$ cat config.mk
export PLATFORM = sky130hd
export DESIGN_NAME = stun_binding_request_parser_top
export DESIGN_NICKNAME = d
export VERILOG_FILES = /design/src/rtl/core/stunbr_pkg.sv /design/src/rtl/core/stun_binding_request_parser_top.sv
export SDC_FILE = /design/constraint.sdc
export NUM_CORES = 1
export LEC_CHECK = 0
export ABC_AREA = 1
export BUFFER_PORTS_ARGS = -buffer_cell sky130_fd_sc_hd__buf_2
export CAP_MARGIN = 10
export CORE_UTILIZATION = 40
export DETAILED_ROUTE_END_ITERATION = 6
export GPL_TIMING_DRIVEN = 0
export HOLD_SLACK_MARGIN = 0.02
export REMOVE_ABC_BUFFERS = 1
export SYNTH_ARGS = -nofsm -noshare
export SYNTH_HDL_FRONTEND = slang
export SYNTH_SLANG_ARGS = --single-unit
$ cat constraint.sdc
create_clock -name clock -period 9.3 [get_ports clock]
set_input_delay 0.465 -clock clock [delete_from_list [all_inputs] [get_ports clock]]
set_output_delay 0.465 -clock clock [all_outputs]
set_load 0.01 [all_outputs]
$ cat src/rtl/core/stunbr_pkg.sv
// ----------------------------------------------------------------------------
// stunbr_pkg
// Types and constants of the STUN binding request parser.
// ----------------------------------------------------------------------------
`default_nettype none

package stunbr_pkg;

   localparam logic [31:0] COOKIE        = 32'h2112a442;
   localparam logic [31:0] FP_XOR        = 32'h5354554e;
   localparam logic [31:0] CRC_POLY      = 32'hedb88320;
   localparam logic [15:0] T_BINDING     = 16'h0001;
   localparam logic [15:0] T_USERNAME    = 16'h0006;
   localparam logic [15:0] T_INTEGRITY   = 16'h0008;
   localparam logic [15:0] T_ERROR_CODE  = 16'h0009;
   localparam logic [15:0] T_UNKNOWN_ATT = 16'h000a;
   localparam logic [15:0] T_XOR_MAPPED  = 16'h0020;
   localparam logic [15:0] T_PRIORITY    = 16'h0024;
   localparam logic [15:0] T_USE_CAND    = 16'h0025;
   localparam logic [15:0] T_FINGERPRINT = 16'h8028;
   localparam logic [15:0] T_CONTROLLED  = 16'h8029;
   localparam logic [15:0] T_CONTROLLING = 16'h802a;
   localparam logic [15:0] TOP_BITS      = 16'hc000;
   localparam logic [15:0] REQUIRED_LIM  = 16'h8000;

   // Bit positions in the seen-attribute flags.
   localparam int F_USER    = 0;
   localparam int F_INTEG   = 1;
   localparam int F_PRIO    = 2;
   localparam int F_USECAND = 3;
   localparam int F_CTRLING = 4;
   localparam int F_CTRLED  = 5;
   localparam int F_FP      = 6;
   localparam int F_UOVF    = 7;

   typedef enum logic [2:0] {
      PH_HEADER,
      PH_ATTR_HDR,
      PH_VALUE,
      PH_PAD,
      PH_DONE
   } phase_type;

   typedef enum logic [3:0] {
      ST_OK          = 4'd0,
      ST_HEADER      = 4'd1,
      ST_TYPE        = 4'd2,
      ST_LENGTH      = 4'd3,
      ST_OVERFLOW    = 4'd4,
      ST_BAD_ATTR    = 4'd5,
      ST_TRAILING    = 4'd6,
      ST_NO_USERNAME = 4'd7,
      ST_NO_INTEG    = 4'd8,
      ST_FP_PLACE    = 4'd9,
      ST_CRC         = 4'd10,
      ST_TOO_LONG    = 4'd11
   } status_type;

   typedef struct packed {
      logic        kind;
      logic [15:0] attribute_type;
      logic        final_result;
      status_type  status;
      logic        has_priority;
      logic        has_use_candidate;
      logic        has_ice_controlling;
      logic        has_ice_controlled;
      logic [10:0] username_offset;
      logic [10:0] username_length;
      logic [10:0] integrity_offset;
      logic        unknown_overflow;
   } result_type;

endpackage

`default_nettype wire

$ cat src/rtl/core/stun_binding_request_parser_top.sv
// ----------------------------------------------------------------------------
// stun_binding_request_parser_top
// Byte-wide STUN binding request checker with ICE attribute summary.
// ----------------------------------------------------------------------------
// The block takes one packet byte per cycle on the req_ channel while
// req_ready is high, with req_last_byte marking the final byte, and checks
// the STUN header, walks the attributes and verifies the FINGERPRINT CRC on
// the fly. Each byte is parsed in the cycle in which its transaction
// completes, so the input side then sustains one byte per clock. Nothing is
// produced for the inner bytes of a packet. On the last byte, a good packet
// yields one kind 0 transaction per stored comprehension-required unknown
// attribute type, in arrival order, followed by the summary; a failed
// packet yields the summary alone, with its flags and offsets zero. With no
// unknown entries, the summary leaves through the output register in the
// cycle after the last byte, and the next packet may start at once. Unknown
// entries are read one per cycle while the output register is free, from a
// small store with a registered read port, and req_ready stays low until
// the summary has been loaded. A waiting result blocks the input: the next
// byte is taken in the same cycle in which the output register is emptied.
// No clearing pass is run after reset. Username comparison and the HMAC
// check are left to software, which is given the offsets it needs.
// ----------------------------------------------------------------------------
`default_nettype none

module stun_binding_request_parser_top #(
   parameter int MAX_BYTES   = 2048,
   parameter int MAX_UNKNOWN = 8
) (
   input  wire logic        clock,
   input  wire logic        reset,
   input  wire logic        req_valid,
   output logic             req_ready,
   input  wire logic [7:0]  req_data_byte,
   input  wire logic        req_last_byte,
   output logic             rsp_valid,
   input  wire logic        rsp_ready,
   output logic             rsp_kind,
   output logic [15:0]      rsp_attribute_type,
   output logic             rsp_final_result,
   output logic [3:0]       rsp_status,
   output logic             rsp_has_priority,
   output logic             rsp_has_use_candidate,
   output logic             rsp_has_ice_controlling,
   output logic             rsp_has_ice_controlled,
   output logic [10:0]      rsp_username_offset,
   output logic [10:0]      rsp_username_length,
   output logic [10:0]      rsp_integrity_offset,
   output logic             rsp_unknown_overflow
);

   // Byte position saturates at MAX_BYTES+1; attribute arithmetic needs room
   // for an offset plus a full 16-bit length.
   localparam int PW  = $clog2(MAX_BYTES + 2);
   localparam int AW  = ((PW > 17) ? PW : 17) + 1;
   localparam int CW  = $clog2(MAX_UNKNOWN + 1);
   localparam int UIW = (MAX_UNKNOWN > 1) ? $clog2(MAX_UNKNOWN) : 1;

   function automatic logic [31:0] crc_byte(input logic [31:0] crc, input logic [7:0] b);
      logic [31:0] c;
      c = crc ^ {24'd0, b};
      for (int i = 0; i < 8; i++) begin
         c = (c >> 1) ^ (c[0] ? stunbr_pkg::CRC_POLY : 32'd0);
      end
      return c;
   endfunction

   // Phase after the last byte of an attribute value or its padding.
   function automatic stunbr_pkg::phase_type next_phase(input logic [PW-1:0] p,
                                                        input logic [AW-1:0] fin);
      logic [AW-1:0] q;
      q = AW'(p) + AW'(1);
      if (q[1:0] != 2'd0) begin
         return stunbr_pkg::PH_PAD;
      end else if (q == fin) begin
         return stunbr_pkg::PH_DONE;
      end else begin
         return stunbr_pkg::PH_ATTR_HDR;
      end
   endfunction

   // Parse state.
   logic [PW-1:0]           pos_ff, pos_in;
   stunbr_pkg::phase_type   phase_ff, phase_in;
   logic [31:0]             shift_ff, shift_in;
   logic [15:0]             declared_ff, declared_in;
   logic [15:0]             atype_ff, atype_in;
   logic [15:0]             rem_ff, rem_in;
   logic [7:0]              flags_ff, flags_in;
   stunbr_pkg::status_type  sticky_ff, sticky_in;
   logic [31:0]             crc_ff, crc_in;
   logic [31:0]             snap_ff, snap_in;
   logic [31:0]             fpword_ff, fpword_in;
   logic [PW-1:0]           fpoff_ff, fpoff_in;
   logic [CW-1:0]           ucount_ff, ucount_in;
   logic [10:0]             uoff_ff, uoff_in;
   logic [10:0]             ulen_ff, ulen_in;
   logic [10:0]             ioff_ff, ioff_in;

   // Unknown attribute store.
   logic [15:0]             store_ff [MAX_UNKNOWN];
   logic                    wr_en;
   logic [UIW-1:0]          wr_addr;
   logic [15:0]             wr_data;
   logic [UIW-1:0]          rd_addr;
   logic [15:0]             rd_data_ff;

   // Result side.
   stunbr_pkg::result_type  rsp_ff, rsp_in;
   logic                    rsp_valid_ff, rsp_valid_in;
   stunbr_pkg::result_type  summary_ff, summary_in;
   logic                    drain_ff, drain_in;
   logic [CW-1:0]           drain_idx_ff, drain_idx_in;
   logic [CW-1:0]           drain_cnt_ff, drain_cnt_in;

   logic                    accept;
   logic                    slot_free;
   logic                    packet_end;
   stunbr_pkg::status_type  fin_status;
   stunbr_pkg::result_type  fin_summary;

   assign slot_free = !rsp_valid_ff || rsp_ready;
   assign req_ready = !drain_ff && slot_free;
   assign accept    = req_valid && req_ready;

   // Per-byte parse.
   always_comb begin
      logic [AW-1:0] off_x;
      logic [AW-1:0] fin_x;
      logic [AW-1:0] span_x;
      logic [AW-1:0] nxt_x;
      logic [15:0]   t_x;
      logic [15:0]   len_x;
      stunbr_pkg::status_type err_x;

      pos_in      = pos_ff;
      phase_in    = phase_ff;
      shift_in    = shift_ff;
      declared_in = declared_ff;
      atype_in    = atype_ff;
      rem_in      = rem_ff;
      flags_in    = flags_ff;
      sticky_in   = sticky_ff;
      crc_in      = crc_ff;
      snap_in     = snap_ff;
      fpword_in   = fpword_ff;
      fpoff_in    = fpoff_ff;
      ucount_in   = ucount_ff;
      uoff_in     = uoff_ff;
      ulen_in     = ulen_ff;
      ioff_in     = ioff_ff;
      wr_en       = 1'b0;
      wr_addr     = ucount_ff[UIW-1:0];
      wr_data     = 16'd0;
      off_x       = AW'(pos_ff) - AW'(3);
      fin_x       = AW'(20) + AW'(declared_ff);
      t_x         = shift_in[31:16];
      len_x       = shift_in[15:0];
      span_x      = '0;
      nxt_x       = '0;
      err_x       = stunbr_pkg::ST_OK;

      if (accept && (pos_ff < PW'(MAX_BYTES))) begin
         crc_in = crc_byte(crc_ff, req_data_byte);
         pos_in = pos_ff + PW'(1);
         case (phase_ff)
            stunbr_pkg::PH_HEADER: begin
               shift_in = {shift_ff[23:0], req_data_byte};
               if (pos_ff == PW'(3)) begin
                  declared_in = shift_in[15:0];
                  atype_in    = shift_in[31:16];
               end else if (pos_ff == PW'(7)) begin
                  if (((atype_ff & stunbr_pkg::TOP_BITS) != 16'd0) ||
                      (shift_in != stunbr_pkg::COOKIE)) begin
                     sticky_in = stunbr_pkg::ST_HEADER;
                  end else if (atype_ff != stunbr_pkg::T_BINDING) begin
                     sticky_in = stunbr_pkg::ST_TYPE;
                  end
               end else if (pos_ff == PW'(19)) begin
                  if ((sticky_ff != stunbr_pkg::ST_OK) || (declared_ff == 16'd0)) begin
                     phase_in = stunbr_pkg::PH_DONE;
                  end else if (declared_ff < 16'd4) begin
                     sticky_in = stunbr_pkg::ST_TRAILING;
                     phase_in  = stunbr_pkg::PH_DONE;
                  end else begin
                     phase_in = stunbr_pkg::PH_ATTR_HDR;
                     rem_in   = 16'd4;
                  end
               end
            end
            stunbr_pkg::PH_ATTR_HDR: begin
               if ((rem_ff == 16'd4) && !flags_ff[stunbr_pkg::F_FP]) begin
                  snap_in = crc_ff;
               end
               shift_in = {shift_ff[23:0], req_data_byte};
               rem_in   = rem_ff - 16'd1;
               t_x      = shift_in[31:16];
               len_x    = shift_in[15:0];
               if (rem_ff == 16'd1) begin
                  span_x = off_x + AW'(4) + AW'(len_x);
                  if (span_x > fin_x) begin
                     err_x = stunbr_pkg::ST_OVERFLOW;
                  end else begin
                     if (!flags_ff[stunbr_pkg::F_INTEG] || (t_x == stunbr_pkg::T_FINGERPRINT)) begin
                        if (t_x == stunbr_pkg::T_USERNAME) begin
                           if (flags_ff[stunbr_pkg::F_USER]) begin
                              err_x = stunbr_pkg::ST_BAD_ATTR;
                           end else begin
                              flags_in[stunbr_pkg::F_USER] = 1'b1;
                              uoff_in = 11'(off_x + AW'(4));
                              ulen_in = len_x[10:0];
                           end
                        end else if (t_x == stunbr_pkg::T_INTEGRITY) begin
                           if ((len_x != 16'd20) || flags_ff[stunbr_pkg::F_INTEG]) begin
                              err_x = stunbr_pkg::ST_BAD_ATTR;
                           end else begin
                              flags_in[stunbr_pkg::F_INTEG] = 1'b1;
                              ioff_in = off_x[10:0];
                           end
                        end else if (t_x == stunbr_pkg::T_PRIORITY) begin
                           if ((len_x != 16'd4) || flags_ff[stunbr_pkg::F_PRIO]) begin
                              err_x = stunbr_pkg::ST_BAD_ATTR;
                           end else begin
                              flags_in[stunbr_pkg::F_PRIO] = 1'b1;
                           end
                        end else if (t_x == stunbr_pkg::T_USE_CAND) begin
                           if ((len_x != 16'd0) || flags_ff[stunbr_pkg::F_USECAND]) begin
                              err_x = stunbr_pkg::ST_BAD_ATTR;
                           end else begin
                              flags_in[stunbr_pkg::F_USECAND] = 1'b1;
                           end
                        end else if (t_x == stunbr_pkg::T_FINGERPRINT) begin
                           if ((len_x != 16'd4) || flags_ff[stunbr_pkg::F_FP]) begin
                              err_x = stunbr_pkg::ST_BAD_ATTR;
                           end else begin
                              flags_in[stunbr_pkg::F_FP] = 1'b1;
                              fpoff_in = off_x[PW-1:0];
                           end
                        end else if (t_x == stunbr_pkg::T_CONTROLLING) begin
                           if ((len_x != 16'd8) || flags_ff[stunbr_pkg::F_CTRLING]) begin
                              err_x = stunbr_pkg::ST_BAD_ATTR;
                           end else begin
                              flags_in[stunbr_pkg::F_CTRLING] = 1'b1;
                           end
                        end else if (t_x == stunbr_pkg::T_CONTROLLED) begin
                           if ((len_x != 16'd8) || flags_ff[stunbr_pkg::F_CTRLED]) begin
                              err_x = stunbr_pkg::ST_BAD_ATTR;
                           end else begin
                              flags_in[stunbr_pkg::F_CTRLED] = 1'b1;
                           end
                        end else if ((t_x < stunbr_pkg::REQUIRED_LIM) &&
                                     (t_x != stunbr_pkg::T_ERROR_CODE) &&
                                     (t_x != stunbr_pkg::T_UNKNOWN_ATT) &&
                                     (t_x != stunbr_pkg::T_XOR_MAPPED)) begin
                           if (ucount_ff < CW'(MAX_UNKNOWN)) begin
                              wr_en     = 1'b1;
                              wr_data   = t_x;
                              ucount_in = ucount_ff + CW'(1);
                           end else begin
                              flags_in[stunbr_pkg::F_UOVF] = 1'b1;
                           end
                        end
                     end
                     nxt_x = (span_x + AW'(3)) & ~AW'(3);
                     if ((err_x == stunbr_pkg::ST_OK) &&
                         ((nxt_x > fin_x) ||
                          ((fin_x != nxt_x) && ((fin_x - nxt_x) < AW'(4))))) begin
                        err_x = stunbr_pkg::ST_TRAILING;
                     end
                  end
                  if (err_x != stunbr_pkg::ST_OK) begin
                     sticky_in = err_x;
                     phase_in  = stunbr_pkg::PH_DONE;
                  end else begin
                     atype_in = t_x;
                     rem_in   = len_x;
                     if (len_x != 16'd0) begin
                        phase_in = stunbr_pkg::PH_VALUE;
                     end else begin
                        phase_in = next_phase(pos_ff, fin_x);
                        rem_in   = 16'd4;
                     end
                  end
               end
            end
            stunbr_pkg::PH_VALUE: begin
               if (atype_ff == stunbr_pkg::T_FINGERPRINT) begin
                  fpword_in = {fpword_ff[23:0], req_data_byte};
               end
               rem_in = rem_ff - 16'd1;
               if (rem_ff == 16'd1) begin
                  phase_in = next_phase(pos_ff, fin_x);
                  rem_in   = 16'd4;
               end
            end
            stunbr_pkg::PH_PAD: begin
               phase_in = next_phase(pos_ff, fin_x);
               rem_in   = 16'd4;
            end
            default: begin
            end
         endcase
      end else if (accept) begin
         pos_in = PW'(MAX_BYTES + 1);
      end

      // Final verdict of the packet, in order of precedence.
      if (pos_in > PW'(MAX_BYTES)) begin
         fin_status = stunbr_pkg::ST_TOO_LONG;
      end else if (pos_in < PW'(20)) begin
         fin_status = stunbr_pkg::ST_HEADER;
      end else if ((sticky_in == stunbr_pkg::ST_HEADER) || (sticky_in == stunbr_pkg::ST_TYPE)) begin
         fin_status = sticky_in;
      end else if (AW'(declared_in) != (AW'(pos_in) - AW'(20))) begin
         fin_status = stunbr_pkg::ST_LENGTH;
      end else if (sticky_in != stunbr_pkg::ST_OK) begin
         fin_status = sticky_in;
      end else if (!flags_in[stunbr_pkg::F_USER]) begin
         fin_status = stunbr_pkg::ST_NO_USERNAME;
      end else if (!flags_in[stunbr_pkg::F_INTEG]) begin
         fin_status = stunbr_pkg::ST_NO_INTEG;
      end else if (!flags_in[stunbr_pkg::F_FP] ||
                   ((AW'(fpoff_in) + AW'(8)) != AW'(pos_in))) begin
         fin_status = stunbr_pkg::ST_FP_PLACE;
      end else if (((~snap_in) ^ stunbr_pkg::FP_XOR) != fpword_in) begin
         fin_status = stunbr_pkg::ST_CRC;
      end else begin
         fin_status = stunbr_pkg::ST_OK;
      end

      fin_summary              = '0;
      fin_summary.kind         = 1'b1;
      fin_summary.final_result = 1'b1;
      fin_summary.status       = fin_status;
      if (fin_status == stunbr_pkg::ST_OK) begin
         fin_summary.has_priority        = flags_in[stunbr_pkg::F_PRIO];
         fin_summary.has_use_candidate   = flags_in[stunbr_pkg::F_USECAND];
         fin_summary.has_ice_controlling = flags_in[stunbr_pkg::F_CTRLING];
         fin_summary.has_ice_controlled  = flags_in[stunbr_pkg::F_CTRLED];
         fin_summary.username_offset     = uoff_in;
         fin_summary.username_length     = ulen_in;
         fin_summary.integrity_offset    = ioff_in;
         fin_summary.unknown_overflow    = flags_in[stunbr_pkg::F_UOVF];
      end

      packet_end = accept && req_last_byte;
      drain_cnt_in = ucount_in;
      if (packet_end) begin
         pos_in      = '0;
         phase_in    = stunbr_pkg::PH_HEADER;
         shift_in    = 32'd0;
         declared_in = 16'd0;
         atype_in    = 16'd0;
         rem_in      = 16'd0;
         flags_in    = 8'd0;
         sticky_in   = stunbr_pkg::ST_OK;
         crc_in      = 32'hffffffff;
         snap_in     = 32'd0;
         fpword_in   = 32'd0;
         fpoff_in    = '0;
         ucount_in   = '0;
         uoff_in     = 11'd0;
         ulen_in     = 11'd0;
         ioff_in     = 11'd0;
      end
   end

   // Result sequencing: unknown entries first, then the summary.
   always_comb begin
      rsp_in       = rsp_ff;
      rsp_valid_in = rsp_valid_ff && !rsp_ready;
      summary_in   = summary_ff;
      drain_in     = drain_ff;
      drain_idx_in = drain_idx_ff;

      if (packet_end) begin
         if ((fin_status == stunbr_pkg::ST_OK) && (drain_cnt_in != '0)) begin
            drain_in     = 1'b1;
            drain_idx_in = '0;
            summary_in   = fin_summary;
         end else begin
            rsp_in       = fin_summary;
            rsp_valid_in = 1'b1;
         end
      end else if (drain_ff && slot_free) begin
         rsp_valid_in = 1'b1;
         if (drain_idx_ff < drain_cnt_ff) begin
            rsp_in                = '0;
            rsp_in.attribute_type = rd_data_ff;
            drain_idx_in          = drain_idx_ff + CW'(1);
         end else begin
            rsp_in   = summary_ff;
            drain_in = 1'b0;
         end
      end
      rd_addr = drain_idx_in[UIW-1:0];
   end

   always_ff @(posedge clock) begin
      if (wr_en) begin
         store_ff[wr_addr] <= wr_data;
      end
      rd_data_ff <= store_ff[rd_addr];
   end

   always_ff @(posedge clock) begin
      if (reset) begin
         pos_ff       <= '0;
         phase_ff     <= stunbr_pkg::PH_HEADER;
         shift_ff     <= 32'd0;
         declared_ff  <= 16'd0;
         atype_ff     <= 16'd0;
         rem_ff       <= 16'd0;
         flags_ff     <= 8'd0;
         sticky_ff    <= stunbr_pkg::ST_OK;
         crc_ff       <= 32'hffffffff;
         snap_ff      <= 32'd0;
         fpword_ff    <= 32'd0;
         fpoff_ff     <= '0;
         ucount_ff    <= '0;
         uoff_ff      <= 11'd0;
         ulen_ff      <= 11'd0;
         ioff_ff      <= 11'd0;
         rsp_valid_ff <= 1'b0;
         drain_ff     <= 1'b0;
         drain_idx_ff <= '0;
         drain_cnt_ff <= '0;
      end else begin
         pos_ff       <= pos_in;
         phase_ff     <= phase_in;
         shift_ff     <= shift_in;
         declared_ff  <= declared_in;
         atype_ff     <= atype_in;
         rem_ff       <= rem_in;
         flags_ff     <= flags_in;
         sticky_ff    <= sticky_in;
         crc_ff       <= crc_in;
         snap_ff      <= snap_in;
         fpword_ff    <= fpword_in;
         fpoff_ff     <= fpoff_in;
         ucount_ff    <= ucount_in;
         uoff_ff      <= uoff_in;
         ulen_ff      <= ulen_in;
         ioff_ff      <= ioff_in;
         rsp_valid_ff <= rsp_valid_in;
         drain_ff     <= drain_in;
         drain_idx_ff <= drain_idx_in;
         if (packet_end) begin
            drain_cnt_ff <= drain_cnt_in;
         end
      end
   end

   // Payload registers carry no reset.
   always_ff @(posedge clock) begin
      rsp_ff     <= rsp_in;
      summary_ff <= summary_in;
   end

   assign rsp_valid               = rsp_valid_ff;
   assign rsp_kind                = rsp_ff.kind;
   assign rsp_attribute_type      = rsp_ff.attribute_type;
   assign rsp_final_result        = rsp_ff.final_result;
   assign rsp_status              = rsp_ff.status;
   assign rsp_has_priority        = rsp_ff.has_priority;
   assign rsp_has_use_candidate   = rsp_ff.has_use_candidate;
   assign rsp_has_ice_controlling = rsp_ff.has_ice_controlling;
   assign rsp_has_ice_controlled  = rsp_ff.has_ice_controlled;
   assign rsp_username_offset     = rsp_ff.username_offset;
   assign rsp_username_length     = rsp_ff.username_length;
   assign rsp_integrity_offset    = rsp_ff.integrity_offset;
   assign rsp_unknown_overflow    = rsp_ff.unknown_overflow;

endmodule

`default_nettype wire

=== Word-level counts from Yosys, hierarchy flattened ===
Memory sizes are Yosys's and may differ from the RTL's. A register that Yosys moved wholly into a read port is not among the register bits.
Index checks and enable logic that the tools add are counted.

* Reductions and logical operators: 57
* $lt $le $gt $ge: 10
* Mux-type cells: 211
* Equality and inequality tests: 43
* $add $sub $neg: 13
* Bitwise operators: 11

{| class="wikitable"
|+ Operator list
! cell !! number
|-
| 16-bit 2-to-1 mux || 29
|-
| 32-bit 2-to-1 mux || 14
|-
| 31-bit by 32-bit XOR with 32-bit output || 8
|-
| 11-bit 2-to-1 mux || 22
|-
| 60-bit 2-to-1 mux || 4
|-
| 4-bit 2-to-1 mux || 54
|-
| 12-bit 2-to-1 mux || 13
|-
| 16-bit equality test (second input constant) || 4
|-
| 16-bit one-hot mux with 4 select lines || 1
|-
| 3-bit 2-to-1 mux || 19
|-
| 16-bit by 4-bit != test with 1-bit output (second input constant) || 3
|-
| 1-bit 2-to-1 mux || 42
|-
| 8-bit 2-to-1 mux || 5
|-
| 38-bit 2-to-1 mux || 1
|-
| 18-bit by 17-bit > comparator with 1-bit output || 2
|-
| 16-bit by 3-bit equality test with 1-bit output (second input constant) || 2
|-
| 16-bit by 6-bit equality test with 1-bit output (second input constant) || 2
|-
| 32-bit by 30-bit != test with 1-bit output (second input constant) || 1
|-
| 32-bit != test || 1
|-
| 32-bit inverter || 1
|-
| 16-bit one-hot mux with 2 select lines || 1
|-
| 16-bit nonzero test || 2
|-
| 32-bit by 8-bit XOR with 32-bit output || 1
|-
| 2-bit != test (second input constant) || 11
|-
| other kinds (58) || 102
|}

* Memories: 1
* Bits in writable memories: 128
* Flip-flop bits (word level): 356
* Logic and storage cells: 388
* Input bits: 13

{| class="wikitable"
|+ Memory list
! memory !! depth !! bits a word !! rd ports !! clocked after memory_dff !! write ports !! RTL line !! source
|-
| store_ff || 8 || 16 || 1 || 1 || 1 || stun_binding_request_parser_top.sv:100 || <nowiki>logic [15:0] store_ff [MAX_UNKNOWN];</nowiki>
|}

=== Logic depth before layout (Yosys ltp) ===
* Word-level depth: 37
* Gate-level depth with buffers: 65
* Mapped depth without buffers: 63

=== Worst setup path before layout ===
OpenSTA, ideal clock, no wires.

* Path type: register -> register
* From: register pos_ff[1]
* To: register rsp_ff, in the netlist rsp_attribute_type[0], enable pin
* Stages on the path, launching flop included: 52
* Clock period less this slack: 7.371 ns
* Path buffers: 0
* Path slack: 1.929 ns
* Setup time: 0.414 ns
* Arrival time: 6.957 ns
* Cells stage by stage: dfxtp_1 ha_1 nand2_1 inv_2 nor2_1 inv_1 ha_1 nand4_1 nor2_1 nand2_1 nor3_1 xor2_1 inv_1 ha_1 nand2_2 nor2_2 inv_1 nor2_1 [... 16 more ...] nand4_1 nor2_1 nand4_1 nor2_1 nand4_1 nand2_2 nand2_1 nand2_1 a21oi_1 a21oi_2 nand2_1 o21ai_1 nand3_1 nor2_1 nor2_2 nand4_1 nand2_1 inv_1

* Cells in the longest elaborated chain, start to end: 29
* Elaborated cells on any way between the ends: 86
* Classes of those cells: add/sub: 8; order compare: 6; eq/ne: 10; mux: 47; bitwise: 2; reduce/logical: 13

{| class="wikitable"
|+ Ends and longest elaborated chain
! what !! RTL line !! source
|-
| start, declared || stun_binding_request_parser_top.sv:82 || <nowiki>logic [PW-1:0] pos_ff, pos_in;</nowiki>
|-
| start signal, assigned || stun_binding_request_parser_top.sv:428 || <nowiki>pos_ff <= pos_in;</nowiki>
|-
| 12-bit by 2-bit subtractor with 13-bit output || stun_binding_request_parser_top.sv:154 || <nowiki>off_x = AW'(pos_ff) - AW'(3);</nowiki>
|-
| 13-bit by 4-bit adder with 14-bit output || - ||
|-
| 18-bit by 16-bit adder with 18-bit output || stun_binding_request_parser_top.sv:199 || <nowiki>span_x = off_x + AW'(4) + AW'(len_x);</nowiki>
|-
| 18-bit by 2-bit adder with 18-bit output || stun_binding_request_parser_top.sv:263 || <nowiki>nxt_x = (span_x + AW'(3)) & ~AW'(3);</nowiki>
|-
| 17-bit by 18-bit subtractor with 18-bit output || stun_binding_request_parser_top.sv:266 || <nowiki>((fin_x != nxt_x) && ((fin_x - nxt_x) < AW'(4))))) begin</nowiki>
|-
| 18-bit by 3-bit less-than comparator with 1-bit output || stun_binding_request_parser_top.sv:266 ||
|-
| 1-bit logical AND || stun_binding_request_parser_top.sv:266 ||
|-
| 1-bit logical OR || stun_binding_request_parser_top.sv:265 || <nowiki>((nxt_x > fin_x) ||</nowiki>
|-
| [... 13 more ...] || - ||
|-
| 4-bit 2-to-1 mux || stun_binding_request_parser_top.sv:313 || <nowiki>end else if (AW'(declared_in) != (AW'(pos_in) - AW'(20))) begin</nowiki>
|-
| 4-bit 2-to-1 mux || stun_binding_request_parser_top.sv:311 || <nowiki>end else if ((sticky_in == stunbr_pkg::ST_HEADER) || (sticky_in == stunbr_pkg::ST_TYPE)) begin</nowiki>
|-
| 4-bit 2-to-1 mux || stun_binding_request_parser_top.sv:309 || <nowiki>end else if (pos_in < PW'(20)) begin</nowiki>
|-
| 4-bit 2-to-1 mux || stun_binding_request_parser_top.sv:307 || <nowiki>if (pos_in > PW'(MAX_BYTES)) begin</nowiki>
|-
| 4-bit logical NOT || stun_binding_request_parser_top.sv:376 || <nowiki>if ((fin_status == stunbr_pkg::ST_OK) && (drain_cnt_in != '0)) begin</nowiki>
|-
| 1-bit logical AND * || stun_binding_request_parser_top.sv:376 ||
|-
| 2-bit != test (no source line) * || - ||
|-
| 2-bit AND reduction (no source line) * || - ||
|-
| end signal, assigned || stun_binding_request_parser_top.sv:455 || <nowiki>rsp_ff <= rsp_in;</nowiki>
|-
| end, declared || stun_binding_request_parser_top.sv:108 || <nowiki>stunbr_pkg::result_type rsp_ff, rsp_in;</nowiki>
|}

Mark *: on every way between the ends. The rest lies on a longest branch, timed or not. The select of a mux whose other input is x is not followed.
A chain may end at the register's enable or synchronous reset.

=== Worst setup path after layout ===
* From: register pos_ff[0]
* To: register rd_data_ff[12], read port of store_ff

* Cells in the longest elaborated chain, start to end: 29
* Elaborated cells on any way between the ends: 86
* Classes of those cells: add/sub: 8; order compare: 6; eq/ne: 9; mux: 49; bitwise: 2; reduce/logical: 12

{| class="wikitable"
|+ Ends and longest elaborated chain
! what !! RTL line !! source
|-
| 12-bit by 2-bit subtractor with 13-bit output || stun_binding_request_parser_top.sv:154 ||
|-
| 13-bit by 4-bit adder with 14-bit output || - ||
|-
| 18-bit by 16-bit adder with 18-bit output || stun_binding_request_parser_top.sv:199 ||
|-
| 18-bit by 2-bit adder with 18-bit output || stun_binding_request_parser_top.sv:263 ||
|-
| 17-bit by 18-bit subtractor with 18-bit output || stun_binding_request_parser_top.sv:266 ||
|-
| 18-bit by 3-bit less-than comparator with 1-bit output || stun_binding_request_parser_top.sv:266 ||
|-
| 1-bit logical AND || stun_binding_request_parser_top.sv:266 ||
|-
| 1-bit logical OR || stun_binding_request_parser_top.sv:265 ||
|-
| [... 14 more ...] || - ||
|-
| 4-bit 2-to-1 mux || stun_binding_request_parser_top.sv:311 ||
|-
| 4-bit 2-to-1 mux || stun_binding_request_parser_top.sv:309 ||
|-
| 4-bit 2-to-1 mux * || stun_binding_request_parser_top.sv:307 ||
|-
| net fin_status[0] || stun_binding_request_parser_top.sv:118 || <nowiki>stunbr_pkg::status_type fin_status;</nowiki>
|-
| 4-bit logical NOT * || stun_binding_request_parser_top.sv:376 ||
|-
| 1-bit logical AND * || stun_binding_request_parser_top.sv:376 ||
|-
| 4-bit 2-to-1 mux * || stun_binding_request_parser_top.sv:376 ||
|-
| 4-bit 2-to-1 mux * || stun_binding_request_parser_top.sv:375 || <nowiki>if (packet_end) begin</nowiki>
|-
| end, declared || stun_binding_request_parser_top.sv:105 || <nowiki>logic [15:0] rd_data_ff;</nowiki>
|}

Mark *: on every way through the listed nets, which the timed path passes. The rest lies on a longest branch. The select of a mux whose other input is x is not followed.

==> results_dict.tcl <==
set metrics [dict create \
    place_hpwl_um 54800 \
    drv_slew 0 \
    drv_cap 0 \
    max_stage_delay_ns 0.45 \
    synth_xor_xnor_area_share_pct 5.21 \
    fin_area_mm2 0.0311 \
    tns_ns 0 \
    cp_data_required_time_ns 9.77 \
    synth_largest_area_cell "edfxtp_1" \
    grt_pass1_wl_um 121000 \
    synth_ff_type "dfxtp_1" \
    r2r_end "rd_data_ff[12]" \
    fin_skew_ns 0.0214 \
    syn-cell-area_mm2 0.0278 \
    ant_nets 0 \
    numCtsBuffers 52 \
    initial_core_util_pct 40.5 \
    clock-sinks 499 \
    post-place-ws_ns -1.64 \
    tightest_slew_ns 1.15 \
    yosysUniqueCellTypes 71 \
    grt-busiest-layer "met2" \
    synthSimpleGateAreaFrac_pct 26.3 \
    grt_util_met3_pct 2.61 \
    r2r-start "pos_ff[0]" \
    vias_per_cell 5.08 \
    crit_end "rd_data_ff[12]" \
    place_area_mm2 0.0291 \
    crit_fanout 17 \
    regToRegSetupSlack_ns 0.51 \
    ios 75 \
    switchingPower_w 0.00143 \
    synth_seq_area_share_pct 44.3 \
    critPathLaunchType "register" \
    comb_power_share_pct 15.3 \
    synthArstFlopShare_pct 0 \
    grt_overflow 0 \
    relSlewSlack_pct 22.6 \
    cpMostUsedCell "nand2_1" \
    die_area_mm2 0.0704 \
    synth_seq_cells 499 \
    seqPwrFrac_pct 45.8 \
    yosys.area.top_type_share_pct 24.8 \
    grtUsageTotal_pct 21.8 \
    grt_pass1_vias 21300 \
    insertion_delay_ns 0.60 \
    reg2reg_depth 58 \
    core_mm2 0.0686 \
    rows 96 \
    p_per_area_mw_per_mm2 166 \
    crit_slowest_cell "dfxtp_4" \
    dr.first_iter.drc_count 1922 \
    period_share_pct 94.5 \
    syn_inst 3532 \
    cts_tree "yes" \
    timing.final.ws_setup_ns 0.512 \
    path_class "register to register" \
    fin_total_pwr_w 0.00516 \
    routed_wl_um 78200 \
    critPathArrivalTime_ns 9.26 \
    hold_class "input port to register" \
    power_leakage_nw 13.7 \
    final_hold_viol_count 0 \
    synth_edf_count 229 \
    synth_area_leaders "edfxtp_1 (25%), dfxtp_1 (19%), nand2_1 (9.1%)" \
    clockBufferDepth 3 \
    cp-end-kind "register" \
    use_met2_pct 35.3 \
    root_buffer "clkbuf_16" \
    clk_pin_slew_ns 0.06 \
    grt_use_met1_pct 30.2 \
    synth_warnings 0 \
    finalNetCount 3662 \
    die_w_um 265 \
    p_clk_share_pct 38.9 \
    area_growth_pct 12.0 \
    status "completed" \
    routedWlPerCell_um 17.2 \
    grt_max_degree 79 \
    period_minus_slack_ns 8.79 \
    drive_above_1_share_pct 11.5 \
    dr.pass1.iters 5 \
    gp_congestion 0.920 \
    switching_share_pct 27.7 \
    synth-adder-area-share_pct 3.12 \
    synth-compound-area-share_pct 10.2 \
    drc 0 \
    synth_top_family_by_area "simple AND/OR/NAND/NOR gates" \
    min_path_cells 2 \
    p_int_w 0.00373 \
    cts_max_level 2 \
    antenna_found_initial 1 \
    die_h_um 265 \
    synth.avg_cell_area_um2 7.86 \
    vdd_drop_max_mv 0.121 \
    setup_viol 0 \
    muxShareOfSynthArea_pct 0.726 \
    numPortBuffers 74 \
    cp-startpoint "pos_ff[0]" \
    max_freq_mhz 114 \
    vias 23100 \
]
-- metal layers --
layer | up-vias | routed length (um)
li1 | 11600 | -
met1 | 10800 | 35900
met2 | 626 | 35800
met3 | 104 | 4340
met4 | 0 | 2110
met5 | - | 0
-- sequential cells by signal, summed over array words and instances (netlist names), 8 cells and up --
name / cells
declared_ff: 16
flags_ff: 8
store_ff: 128
rsp_username_offset: 11
ioff_ff: 11
pos_ff: 12
crc_ff: 32
rsp_username_length: 11
shift_ff: 24
summary_ff: 42
fpoff_ff: 12
rd_data_ff: 16
atype_ff: 16
rem_ff: 16
rsp_attribute_type: 16
snap_ff: 32
rsp_integrity_offset: 11
fpword_ff: 32
uoff_ff: 11
ulen_ff: 11
-- layout make-up --
| cell class | instances | area, um^2 |
|---|---|---|
| fill | 6852 | 37500 |
| multi-input combinational | 2358 | 13000 |
| sequential | 499 | 12300 |
| inverter | 565 | 2130 |
| clock buffer | 76 | 1480 |
| tap | 931 | 1160 |
| timing repair buffer | 105 | 877 |
| clock inverter | 14 | 123 |
| antenna | 1 | 2.50 |
-- worst min-delay path by stage --
stage,end,slack (ns),startpoint
floorplan,drain_cnt_ff[0],0.42,drain_cnt_ff[0]
global route,drain_idx_ff[3],0.12,reset
detailed placement,rem_ff[15],0.46,rem_ff[15]
CTS,drain_idx_ff[3],0.1,reset
finish,drain_idx_ff[3],0.13,reset
global placement,drain_cnt_ff[0],0.45,drain_cnt_ff[0]
-- timing repair --
action / in CTS / in global routing
resized for setup: 8 / 30
setup endpoints to repair: 203 / 193
pin swaps: 3 / 2
setup buffers: 3 / 1
cloned: 2 / 5
hold buffers: 0 / 0
-- critical path, delay by kind of cell (launching register included) --
kind,cells,cell delay [ns]
xor+xnor,2,0.44
fa+ha+maj,4,1.18
compound gates,5,0.90
simple gates,41,4.75
buf+inv,6,0.85
flops,1,0.45
-- cells by family (layout without fill, tap and decap cells) --
kind of cell             count (synthesis)  count (layout)
multiplexers                            20              20
AND/OR/NAND/NOR                       1603            1608
XOR/XNOR                               165             165
other                                    1               9
adder cells (fa/ha/maj)                 68              68
buffers and inverters                  687             760
flip-flops                             499             499
AO/OA/AOI/OAI                          489             489
-- layout by cell type (no fill, tap or decap), types with 33 or more instances in the layout --
cell type  count
nor2_2        40
clkbuf_16     56
inv_1        516
dfxtp_1      269
buf_2         74
nand4_1       62
nand3_1      239
nand3_2       47
xor2_1       125
nor2_1       401
a21oi_1      181
a22o_1        40
nand2_1      668
inv_2         39
edfxtp_1     229
ha_1          65
o21ai_0      161
nand2_2       33
-- cell usage after synthesis (all sizes together) (2+ instances only) --
library cell  instances
nand2               709
inv                 557
nor2                450
nand3               288
dfxtp               270
edfxtp              229
a21oi               187
o21ai               186
xor2                133
clkbuf               70
ha                   66
nand4                64
buf                  52
nor3                 51
a22o                 40
xnor2                32
mux2i                19
o211ai               19
nor4                 18
o21a                 11
or2                   9
clkinv                8
o22ai                 8
o21bai                7
a31oi                 5
nand3b                5
o2111ai               4
a21boi                3
a21o                  3
and2                  3
o311ai                3
a41o                  2
a41oi                 2
fa                    2
nor3b                 2
o31ai                 2
or3                   2
-- stage by stage --
stage          instances  hold WS (ns)  utilization [%]
2_1_floorplan       3417         0.423                -
3_3_place_gp        4422         0.451             41.8
3_5_place_dp        4446         0.464             42.5
4_1_cts             4541        0.0956             44.9
5_1_grt             4548         0.119             45.3
6_report            4549         0.133             45.3
-- power groups by stage --
stage               combinational (W)  sequential [W]  clock (W)
floorplan                    0.000550         0.00240          0
global placement             0.000755         0.00241          0
detailed placement           0.000765         0.00241          0
CTS                          0.000771         0.00236    0.00205
global route                 0.000888         0.00236    0.00213
finish                       0.000791         0.00236    0.00201
Power figures use the tool's default switching activity.
